**src/hdl/shamh_pkg.sv**
```systemverilog
// Shared types, constants and round functions for the SHA-256 message hasher.
`timescale 1ns / 1ps

package shamh_pkg;

  localparam logic KindData   = 1'b0;
  localparam logic KindFinish = 1'b1;

  localparam logic [7:0] PadByte   = 8'h80;
  localparam logic [5:0] LenFill   = 6'd56;
  localparam logic [5:0] FullFill  = 6'd63;
  localparam logic [5:0] LastRound = 6'd63;
  localparam logic [2:0] LastWord  = 3'd7;

  localparam logic [31:0] IvWords [8] = '{
    32'h6a09e667, 32'hbb67ae85, 32'h3c6ef372, 32'ha54ff53a,
    32'h510e527f, 32'h9b05688c, 32'h1f83d9ab, 32'h5be0cd19};

  localparam logic [31:0] RoundK [64] = '{
    32'h428a2f98, 32'h71374491, 32'hb5c0fbcf, 32'he9b5dba5,
    32'h3956c25b, 32'h59f111f1, 32'h923f82a4, 32'hab1c5ed5,
    32'hd807aa98, 32'h12835b01, 32'h243185be, 32'h550c7dc3,
    32'h72be5d74, 32'h80deb1fe, 32'h9bdc06a7, 32'hc19bf174,
    32'he49b69c1, 32'hefbe4786, 32'h0fc19dc6, 32'h240ca1cc,
    32'h2de92c6f, 32'h4a7484aa, 32'h5cb0a9dc, 32'h76f988da,
    32'h983e5152, 32'ha831c66d, 32'hb00327c8, 32'hbf597fc7,
    32'hc6e00bf3, 32'hd5a79147, 32'h06ca6351, 32'h14292967,
    32'h27b70a85, 32'h2e1b2138, 32'h4d2c6dfc, 32'h53380d13,
    32'h650a7354, 32'h766a0abb, 32'h81c2c92e, 32'h92722c85,
    32'ha2bfe8a1, 32'ha81a664b, 32'hc24b8b70, 32'hc76c51a3,
    32'hd192e819, 32'hd6990624, 32'hf40e3585, 32'h106aa070,
    32'h19a4c116, 32'h1e376c08, 32'h2748774c, 32'h34b0bcb5,
    32'h391c0cb3, 32'h4ed8aa4a, 32'h5b9cca4f, 32'h682e6ff3,
    32'h748f82ee, 32'h78a5636f, 32'h84c87814, 32'h8cc70208,
    32'h90befffa, 32'ha4506ceb, 32'hbef9a3f7, 32'hc67178f2};

  typedef struct packed {
    logic       kind;
    logic [7:0] data_byte;
  } in_item_t;

  typedef struct packed {
    logic [31:0] digest_word;
    logic [2:0]  word_index;
    logic        last_word;
  } out_item_t;

  typedef enum logic [2:0] {
    StIdle,
    StPad,
    StComp,
    StFold,
    StOut
  } state_e;

  typedef struct packed {
    logic       push;
    logic [7:0] push_byte;
    logic       load;
    logic       rnd;
    logic [5:0] rnd_idx;
    logic       fold;
    logic       reinit;
    logic [2:0] out_idx;
  } ctl_t;

  function automatic logic [31:0] bsig0(input logic [31:0] x);
    return {x[1:0], x[31:2]} ^ {x[12:0], x[31:13]} ^ {x[21:0], x[31:22]};
  endfunction

  function automatic logic [31:0] bsig1(input logic [31:0] x);
    return {x[5:0], x[31:6]} ^ {x[10:0], x[31:11]} ^ {x[24:0], x[31:25]};
  endfunction

  function automatic logic [31:0] ssig0(input logic [31:0] x);
    return {x[6:0], x[31:7]} ^ {x[17:0], x[31:18]} ^ {3'b000, x[31:3]};
  endfunction

  function automatic logic [31:0] ssig1(input logic [31:0] x);
    return {x[16:0], x[31:17]} ^ {x[18:0], x[31:19]} ^ {10'b0, x[31:10]};
  endfunction

endpackage

```
**src/hdl/shamh_sched.sv**
```systemverilog
// Block buffer and message schedule: byte shift line that doubles as the W window.
`timescale 1ns / 1ps

module shamh_sched import shamh_pkg::*; (
  input  logic        clk_i,
  input  ctl_t        ctl_i,
  output logic [31:0] w_o
);

  logic [511:0] blk_q, blk_d;
  logic [31:0]  w_new;

  // window holds w[t] .. w[t+15], w[t] in the top word
  assign w_new = blk_q[511:480] + ssig0(blk_q[479:448]) + blk_q[223:192]
               + ssig1(blk_q[63:32]);
  assign w_o = blk_q[511:480];

  always_comb begin
    blk_d = blk_q;
    if (ctl_i.push) begin
      blk_d = {blk_q[503:0], ctl_i.push_byte};
    end else if (ctl_i.rnd) begin
      blk_d = {blk_q[479:0], w_new};
    end
  end

  always_ff @(posedge clk_i) begin
    blk_q <= blk_d;
  end

endmodule

```
**src/hdl/shamh_core.sv**
```systemverilog
// Round datapath: working variables, one round per cycle, and chaining words.
`timescale 1ns / 1ps

module shamh_core import shamh_pkg::*; (
  input  logic        clk_i,
  input  logic        rst_ni,
  input  ctl_t        ctl_i,
  input  logic [31:0] w_i,
  output logic [31:0] digest_o
);

  logic [31:0] wk_q [8];
  logic [31:0] wk_d [8];
  logic [31:0] chain_q [8];
  logic [31:0] chain_d [8];
  logic [31:0] t1, t2;

  assign t1 = wk_q[7] + bsig1(wk_q[4]) + ((wk_q[4] & wk_q[5]) ^ (~wk_q[4] & wk_q[6]))
            + RoundK[ctl_i.rnd_idx] + w_i;
  assign t2 = bsig0(wk_q[0]) + ((wk_q[0] & wk_q[1]) ^ (wk_q[0] & wk_q[2])
            ^ (wk_q[1] & wk_q[2]));

  always_comb begin
    wk_d = wk_q;
    if (ctl_i.load) begin
      wk_d = chain_q;
    end else if (ctl_i.rnd) begin
      wk_d[7] = wk_q[6];
      wk_d[6] = wk_q[5];
      wk_d[5] = wk_q[4];
      wk_d[4] = wk_q[3] + t1;
      wk_d[3] = wk_q[2];
      wk_d[2] = wk_q[1];
      wk_d[1] = wk_q[0];
      wk_d[0] = t1 + t2;
    end
  end

  always_comb begin
    chain_d = chain_q;
    if (ctl_i.reinit) begin
      chain_d = IvWords;
    end else if (ctl_i.fold) begin
      for (int i = 0; i < 8; i++) begin
        chain_d[i] = chain_q[i] + wk_q[i];
      end
    end
  end

  always_ff @(posedge clk_i) begin
    wk_q <= wk_d;
  end

  always_ff @(posedge clk_i or negedge rst_ni) begin
    if (!rst_ni) begin
      chain_q <= IvWords;
    end else begin
      chain_q <= chain_d;
    end
  end

  assign digest_o = chain_q[ctl_i.out_idx];

endmodule

```
**src/hdl/shamh_ctrl.sv**
```systemverilog
// Sequencer: byte intake, padding, round counting and digest readout.
`timescale 1ns / 1ps

module shamh_ctrl import shamh_pkg::*; (
  input  logic     clk_i,
  input  logic     rst_ni,
  input  logic     in_valid_i,
  input  in_item_t in_item_i,
  input  logic     out_stall_i,
  output logic     in_stall_o,
  output logic     out_valid_o,
  output ctl_t     ctl_o
);

  state_e      st_q, st_d;
  logic [5:0]  fill_q, fill_d;
  logic [5:0]  rnd_q, rnd_d;
  logic [60:0] cnt_q, cnt_d;
  logic [2:0]  oidx_q, oidx_d;
  logic        fin_q, fin_d;
  logic        first_q, first_d;
  logic        len_q, len_d;
  logic [63:0] len_bits;
  logic [7:0]  len_byte;
  logic [7:0]  pad_byte;

  assign len_bits = {cnt_q, 3'b000};
  assign len_byte = len_bits[{~fill_q[2:0], 3'b000} +: 8];

  always_comb begin
    if (first_q) begin
      pad_byte = PadByte;
    end else if (len_q || fill_q == LenFill) begin
      pad_byte = len_byte;
    end else begin
      pad_byte = 8'h00;
    end
  end

  // next state
  always_comb begin
    st_d = st_q;
    unique case (st_q)
      StIdle: begin
        if (in_valid_i) begin
          if (in_item_i.kind == KindFinish) begin
            st_d = StPad;
          end else if (fill_q == FullFill) begin
            st_d = StComp;
          end
        end
      end
      StPad: begin
        if (fill_q == FullFill) begin
          st_d = StComp;
        end
      end
      StComp: begin
        if (rnd_q == LastRound) begin
          st_d = StFold;
        end
      end
      StFold: begin
        priority if (len_q) begin
          st_d = StOut;
        end else if (fin_q) begin
          st_d = StPad;
        end else begin
          st_d = StIdle;
        end
      end
      StOut: begin
        if (!out_stall_i && oidx_q == LastWord) begin
          st_d = StIdle;
        end
      end
      default: st_d = StIdle;
    endcase
  end

  // outputs and counters
  always_comb begin
    ctl_o       = '0;
    in_stall_o  = 1'b1;
    out_valid_o = 1'b0;
    fill_d      = fill_q;
    rnd_d       = rnd_q;
    cnt_d       = cnt_q;
    oidx_d      = oidx_q;
    fin_d       = fin_q;
    first_d     = first_q;
    len_d       = len_q;
    ctl_o.rnd_idx = rnd_q;
    ctl_o.out_idx = oidx_q;
    unique case (st_q)
      StIdle: begin
        in_stall_o = 1'b0;
        if (in_valid_i) begin
          if (in_item_i.kind == KindFinish) begin
            fin_d   = 1'b1;
            first_d = 1'b1;
          end else begin
            ctl_o.push      = 1'b1;
            ctl_o.push_byte = in_item_i.data_byte;
            ctl_o.load      = (fill_q == FullFill);
            fill_d          = fill_q + 6'd1;
            cnt_d           = cnt_q + 61'd1;
          end
        end
      end
      StPad: begin
        ctl_o.push      = 1'b1;
        ctl_o.push_byte = pad_byte;
        ctl_o.load      = (fill_q == FullFill);
        fill_d          = fill_q + 6'd1;
        first_d         = 1'b0;
        if (!first_q && fill_q == LenFill) begin
          len_d = 1'b1;
        end
      end
      StComp: begin
        ctl_o.rnd = 1'b1;
        rnd_d     = rnd_q + 6'd1;
      end
      StFold: begin
        ctl_o.fold = 1'b1;
      end
      StOut: begin
        out_valid_o = 1'b1;
        if (!out_stall_i) begin
          oidx_d = oidx_q + 3'd1;
          if (oidx_q == LastWord) begin
            ctl_o.reinit = 1'b1;
            cnt_d        = '0;
            fin_d        = 1'b0;
            len_d        = 1'b0;
          end
        end
      end
      default: begin
        in_stall_o = 1'b1;
      end
    endcase
  end

  always_ff @(posedge clk_i or negedge rst_ni) begin
    if (!rst_ni) begin
      st_q    <= StIdle;
      fill_q  <= '0;
      rnd_q   <= '0;
      cnt_q   <= '0;
      oidx_q  <= '0;
      fin_q   <= 1'b0;
      first_q <= 1'b0;
      len_q   <= 1'b0;
    end else begin
      st_q    <= st_d;
      fill_q  <= fill_d;
      rnd_q   <= rnd_d;
      cnt_q   <= cnt_d;
      oidx_q  <= oidx_d;
      fin_q   <= fin_d;
      first_q <= first_d;
      len_q   <= len_d;
    end
  end

  a_out_empty_buf: assert property (@(posedge clk_i) disable iff (!rst_ni)
    st_q == StOut |-> fill_q == 6'd0)
    else $error("digest readout with a partly filled block");

  a_rounds_end: assert property (@(posedge clk_i) disable iff (!rst_ni)
    (st_q == StComp && rnd_q == LastRound) |=> st_q == StFold)
    else $error("compression did not end after the last round");

  a_len_in_finish: assert property (@(posedge clk_i) disable iff (!rst_ni)
    len_q |-> fin_q)
    else $error("length phase outside a finish");

  a_idle_clean: assert property (@(posedge clk_i) disable iff (!rst_ni)
    st_q == StIdle |-> (!fin_q && !len_q && rnd_q == 6'd0 && oidx_q == 3'd0))
    else $error("idle with finish state left over");

endmodule

```
**src/hdl/sha256_message_hasher.sv**
```systemverilog
// SHA-256 message hasher top level: byte intake, padding and digest readout.
//
//   channel  dir  handshake                   item
//   in       in   in_valid_i / in_stall_o     in_item_i  (kind, data_byte)
//   out      out  out_valid_o / out_stall_i   out_item_o (digest_word, word_index, last_word)
//
// Data bytes are taken while idle; the byte that fills a 64-byte block starts a compression
// (64 rounds of the shared round unit plus one chaining add).
// A finish pads one byte per cycle up to the block end, runs one or two
// compressions, then offers eight digest words, one per cycle when not stalled.
// Reset (asynchronous, active low) loads the initial hash values and clears counts.
// Input is stalled whenever the sequencer is not idle; a stalled digest word holds.
`timescale 1ns / 1ps

module sha256_message_hasher import shamh_pkg::*; (
  input  logic      clk_i,
  input  logic      rst_ni,
  input  logic      in_valid_i,
  output logic      in_stall_o,
  input  in_item_t  in_item_i,
  output logic      out_valid_o,
  input  logic      out_stall_i,
  output out_item_t out_item_o
);

  ctl_t        ctl;
  logic [31:0] w_word;
  logic [31:0] digest;

  shamh_ctrl u_ctrl (
    .clk_i       (clk_i),
    .rst_ni      (rst_ni),
    .in_valid_i  (in_valid_i),
    .in_item_i   (in_item_i),
    .out_stall_i (out_stall_i),
    .in_stall_o  (in_stall_o),
    .out_valid_o (out_valid_o),
    .ctl_o       (ctl)
  );

  shamh_sched u_sched (
    .clk_i (clk_i),
    .ctl_i (ctl),
    .w_o   (w_word)
  );

  shamh_core u_core (
    .clk_i    (clk_i),
    .rst_ni   (rst_ni),
    .ctl_i    (ctl),
    .w_i      (w_word),
    .digest_o (digest)
  );

  assign out_item_o.digest_word = digest;
  assign out_item_o.word_index  = ctl.out_idx;
  assign out_item_o.last_word   = (ctl.out_idx == LastWord);

endmodule

```
**config.mk**
```make
export PLATFORM = sky130hd
export DESIGN_NAME = sha256_message_hasher
export DESIGN_NICKNAME = d
export VERILOG_FILES = /design/src/hdl/shamh_pkg.sv /design/src/hdl/shamh_sched.sv /design/src/hdl/shamh_core.sv /design/src/hdl/shamh_ctrl.sv /design/src/hdl/sha256_message_hasher.sv
export SDC_FILE = /design/constraint.sdc
export NUM_CORES = 2
export LEC_CHECK = 0
export BUFFER_PORTS_ARGS = -buffer_cell sky130_fd_sc_hd__buf_2
export CAP_MARGIN = 10
export CORE_ASPECT_RATIO = 2
export CORE_MARGIN = 2
export CORE_UTILIZATION = 27
export CTS_CLUSTER_SIZE = 30
export DETAILED_ROUTE_END_ITERATION = 12
export MAX_ROUTING_LAYER = met4
export PLACE_DENSITY_LB_ADDON = 0.3
export SETUP_SLACK_MARGIN = 0.4
export SYNTH_ARGS = -nofsm -noshare
export SYNTH_HDL_FRONTEND = slang
export SYNTH_HIERARCHICAL = 1
export SYNTH_SLANG_ARGS = --single-unit
```
**constraint.sdc**
```tcl
create_clock -name clk_i -period 8.7 [get_ports clk_i]
set_clock_uncertainty 0.05 [all_clocks]
set_input_delay 2.175 -clock clk_i [delete_from_list [all_inputs] [get_ports clk_i]]
set_output_delay 2.175 -clock clk_i [all_outputs]
set_load 0.05 [all_outputs]
```
==> summary.md <==
| Metric | Value |
|---|---|
| WL per Instance | 27.47 um |
| Number of remaining DRC errors | 0 |
| Post-synth cell types | 107 |
| GR Util All Layers | 21.15% |
| Min Tclk post-route | 8128 ps |
| Standard-cell row count | 278 |
| Setup violators final | 0 |
| Clk buf depth | 3 |
| Cell repeated most along the worst path | buf_4 |
| Vias in the first global route | slightly above 60000 |
| Final WS setup | 572.4 ps |
| Worst Hold Class | flip-flop to flip-flop |
| Synth Register Bits | 1106 |
| Slowest CP cell | o31ai_4 |
| Slew Viols, Final | 0 |
| H-tree depth | 3 |
| Area Growth Syn to Fin | 13.42% |
| Yosys warns | 6 |
| Worst Path Required | 9170 ps |
| Post-Layout Cell Count | 11170 |
| Syn_area_per_cell | around 11 um2 |
| Die height | about 760 um |
| Max cap viols | 0 |
| Synth area leaders | edfxtp_1 30%, mux2_2 10%, dfrtp_1 6.5% |
| Final wirelength | slightly above 300000 um |
| CTS tree | built |
| DP Wirelength | 237800 um |
| Top delay family on crit path | compound AO/OA/AOI/OAI gates |
| Num CTS Buffers | 116 |
| Final ANT Viol Nets | 0 |
| Drt first pass iters | 6 |
| Antenna violations before repair | 8 |
| RSZ-0062 raised after global routing | no |
| Clock latency at the later pin of the worst-skew pair | 780 ps |
| Remaining Overflow, GRT | 0 |
| Rel. slew slack | 7.974% |
| Largest net degree at the start of global routing | between 150 and 200 |
| # clock sinks | 1106 |
| Syn Nets | about 8000 |
| DR iter-0 viols | approximately 3600 |
| R2r setup slk | 570 ps |
| Worst stage delay on the critical path | 580 ps |
| Crit Path Max Fanout | 4 |
| Core occupancy in the finished layout | between 30 and 40% |
| Cells after Synth | 7173 |
| Number of flops mapped to enable cells by yosys | 768 |
| Die Area | 291800 um2 |
| CTS root buf | clkbuf_16 |
| Die width | around 380 um |
| RePlAce Congestion | 1.012 |
| Setup crit end kind | flip-flop |
| Critical path class | flip-flop to flip-flop |
| F_max | 123.0 MHz |
| Status | complete, no violations |
| Port Buf Inserts | 50 |
| Placed cell count | around 11000 |
| Crit share post-route | 93.42% |
| Initial core utilization | 27.09% |
| Bufs and invs on worst path | 8 |
| Vias per cell | 5.214 |
| CTS clk-pin slew, worst paths | 70 ps |
| Sequential-to-total area share from yosys stat | 40.87% |
| Post-Syn Area | between 70000 and 80000 um2 |
| IO Pins | 51 |
| Pre-CTS WS | -921.6 ps |
| Routed vias | 58230 |
| Post-synth top area cell | edfxtp_1 |
| Synth top area share | 29.74% |
| Asr flop ratio synth | 30.56% |
| Hold Slack | 416.2 ps |
| Slew at the pin closest to its max-slew limit | about 1400 ps |
| CP Launch Type | flip-flop |
| Core area | 286300 um2 |
| Critical Path AT | 8590 ps |
| Global-route wire length before repair | 433500 um |
| Final hold violations | 0 |
| Final #Nets | 7887 |
| Primary FF master, synth | edfxtp_1 |
| Hold_buf cts | 0 |
| Share of layout cells above drive strength 1 | between 20% and 30% |
[cells by family (layout without fill, tap and decap cells)]
logic type                 count (synthesis)  count (layout)  share of synthesized area [%]
AOI/OAI and AO/OA                       1670            1670                          13.66
xor gates and xnor gates                 564             564                          6.388
adders and majority gates                623             623                          11.85
buffers and inverters                    766             976                          3.921
DFF                                     1106            1106                          40.87
muxes                                    869             869                          13.66
other                                      0               5                              0
and+or+nand+nor                         1575            1575                          9.649
[path summary, 6_finish.rpt]
path,from,to,cells after the start
worst max-delay path,u_core/wk_q[108]$_DFFE_PP_,u_core/wk_q[121]$_DFFE_PP_,31
worst min-delay path,u_ctrl/fill_q[5]$_DFFE_PN0P_,u_ctrl/fill_q[5]$_DFFE_PN0P_,1
worst max register to register,u_core/wk_q[108]$_DFFE_PP_,u_core/wk_q[121]$_DFFE_PP_,31
worst min register to register,u_ctrl/fill_q[5]$_DFFE_PN0P_,u_ctrl/fill_q[5]$_DFFE_PN0P_,1
max in group asynchronous,rst_ni,u_ctrl/oidx_q[0]$_DFFE_PN0P_,3
min in group asynchronous,rst_ni,u_core/chain_q[1]$_DFFE_PN0P_,1
[layer usage]
layer  track usage (%)  share of wire [%]
met3             2.107                2.8
met4             18.59                 11
met2             40.12                 55
met1             18.17                 31
met5                 -                  0
[sequential cells by signal, indices dropped and copies added (netlist names), 3 cells and up]
name            flops
u_sched/blk_q     512
u_core/chain_q    256
u_core/wk_q       256
u_ctrl/cnt_q       61
u_ctrl/fill_q       6
u_ctrl/rnd_q        6
u_ctrl/oidx_q       3
u_ctrl/st_q         3
[synthesized netlist by cell type (all sizes together), types with 70 or more instances]
cell type and number:
nand4 70, o21a 75, nand3 89, inv 370, edfxtp 768, clkbuf 289, nor2 446, xor2 196
a21o 141, fa 196, a211oi 77, nor3 112, ha 396, dfstp 136, a21oi 446, mux2 710
mux4 80, dfrtp 202, o21ai 481, buf 105, mux2i 79, nand2 502, xnor2 367
[metrics by stage]
stage / instance area [um2] / TNS, ps
2_1_floorplan: 77540 / 0
3_3_place_gp: 83680 / -2124
3_5_place_dp: 83690 / -1213
4_1_cts: 87740 / 0
5_1_grt: 87940 / 0
6_report: 87940 / 0
[repair_timing]
item / 4_1_cts / 5_1_grt
buffers inserted: 4 / 8
resized for setup: 13 / 24
pin swaps: 2 / 7
setup endpoints to repair: 10 / 10
[final cells by class]
| class | count | area [um2] |
|---|---|---|
| Multi-Input combinational cell | 5301 | 43070 |
| Inverter | 372 | 1410 |
| Fill cell | 29170 | 198300 |
| Sequential cell | 1106 | 31700 |
| Clock inverter | 79 | 880.8 |
| Timing Repair Buffer | 385 | 3077 |
| Clock buffer | 140 | 3064 |
| Tap cell | 3780 | 4730 |
| Antenna cell | 5 | 12.51 |
[cells in the final DEF (no fill, tap or decap), drive strengths merged, types with 31 or more instances in the layout]
master and count:
xnor2 367, edfxtp 768, o21bai 54, or3 40
clkinv 44, nand3 89, nor2b 54, ha 396
maj3 31, fa 196, o31ai 52, dfstp 136
mux2i 79, nand2b 60, mux4 80, a31oi 54
mux2 710, o21a 75, buf 383, a211oi 77
clkbuf 142, nor3 112, nand4 70, and3 50
a21oi 446, inv 381, a21o 141, o211ai 51
nand2 502, nor2 446, o21ai 481, xor2 196
dfrtp 202
Power is not shown: default switching activity piles up to over one toggle a cycle in this logic, so the estimate is an artifact.
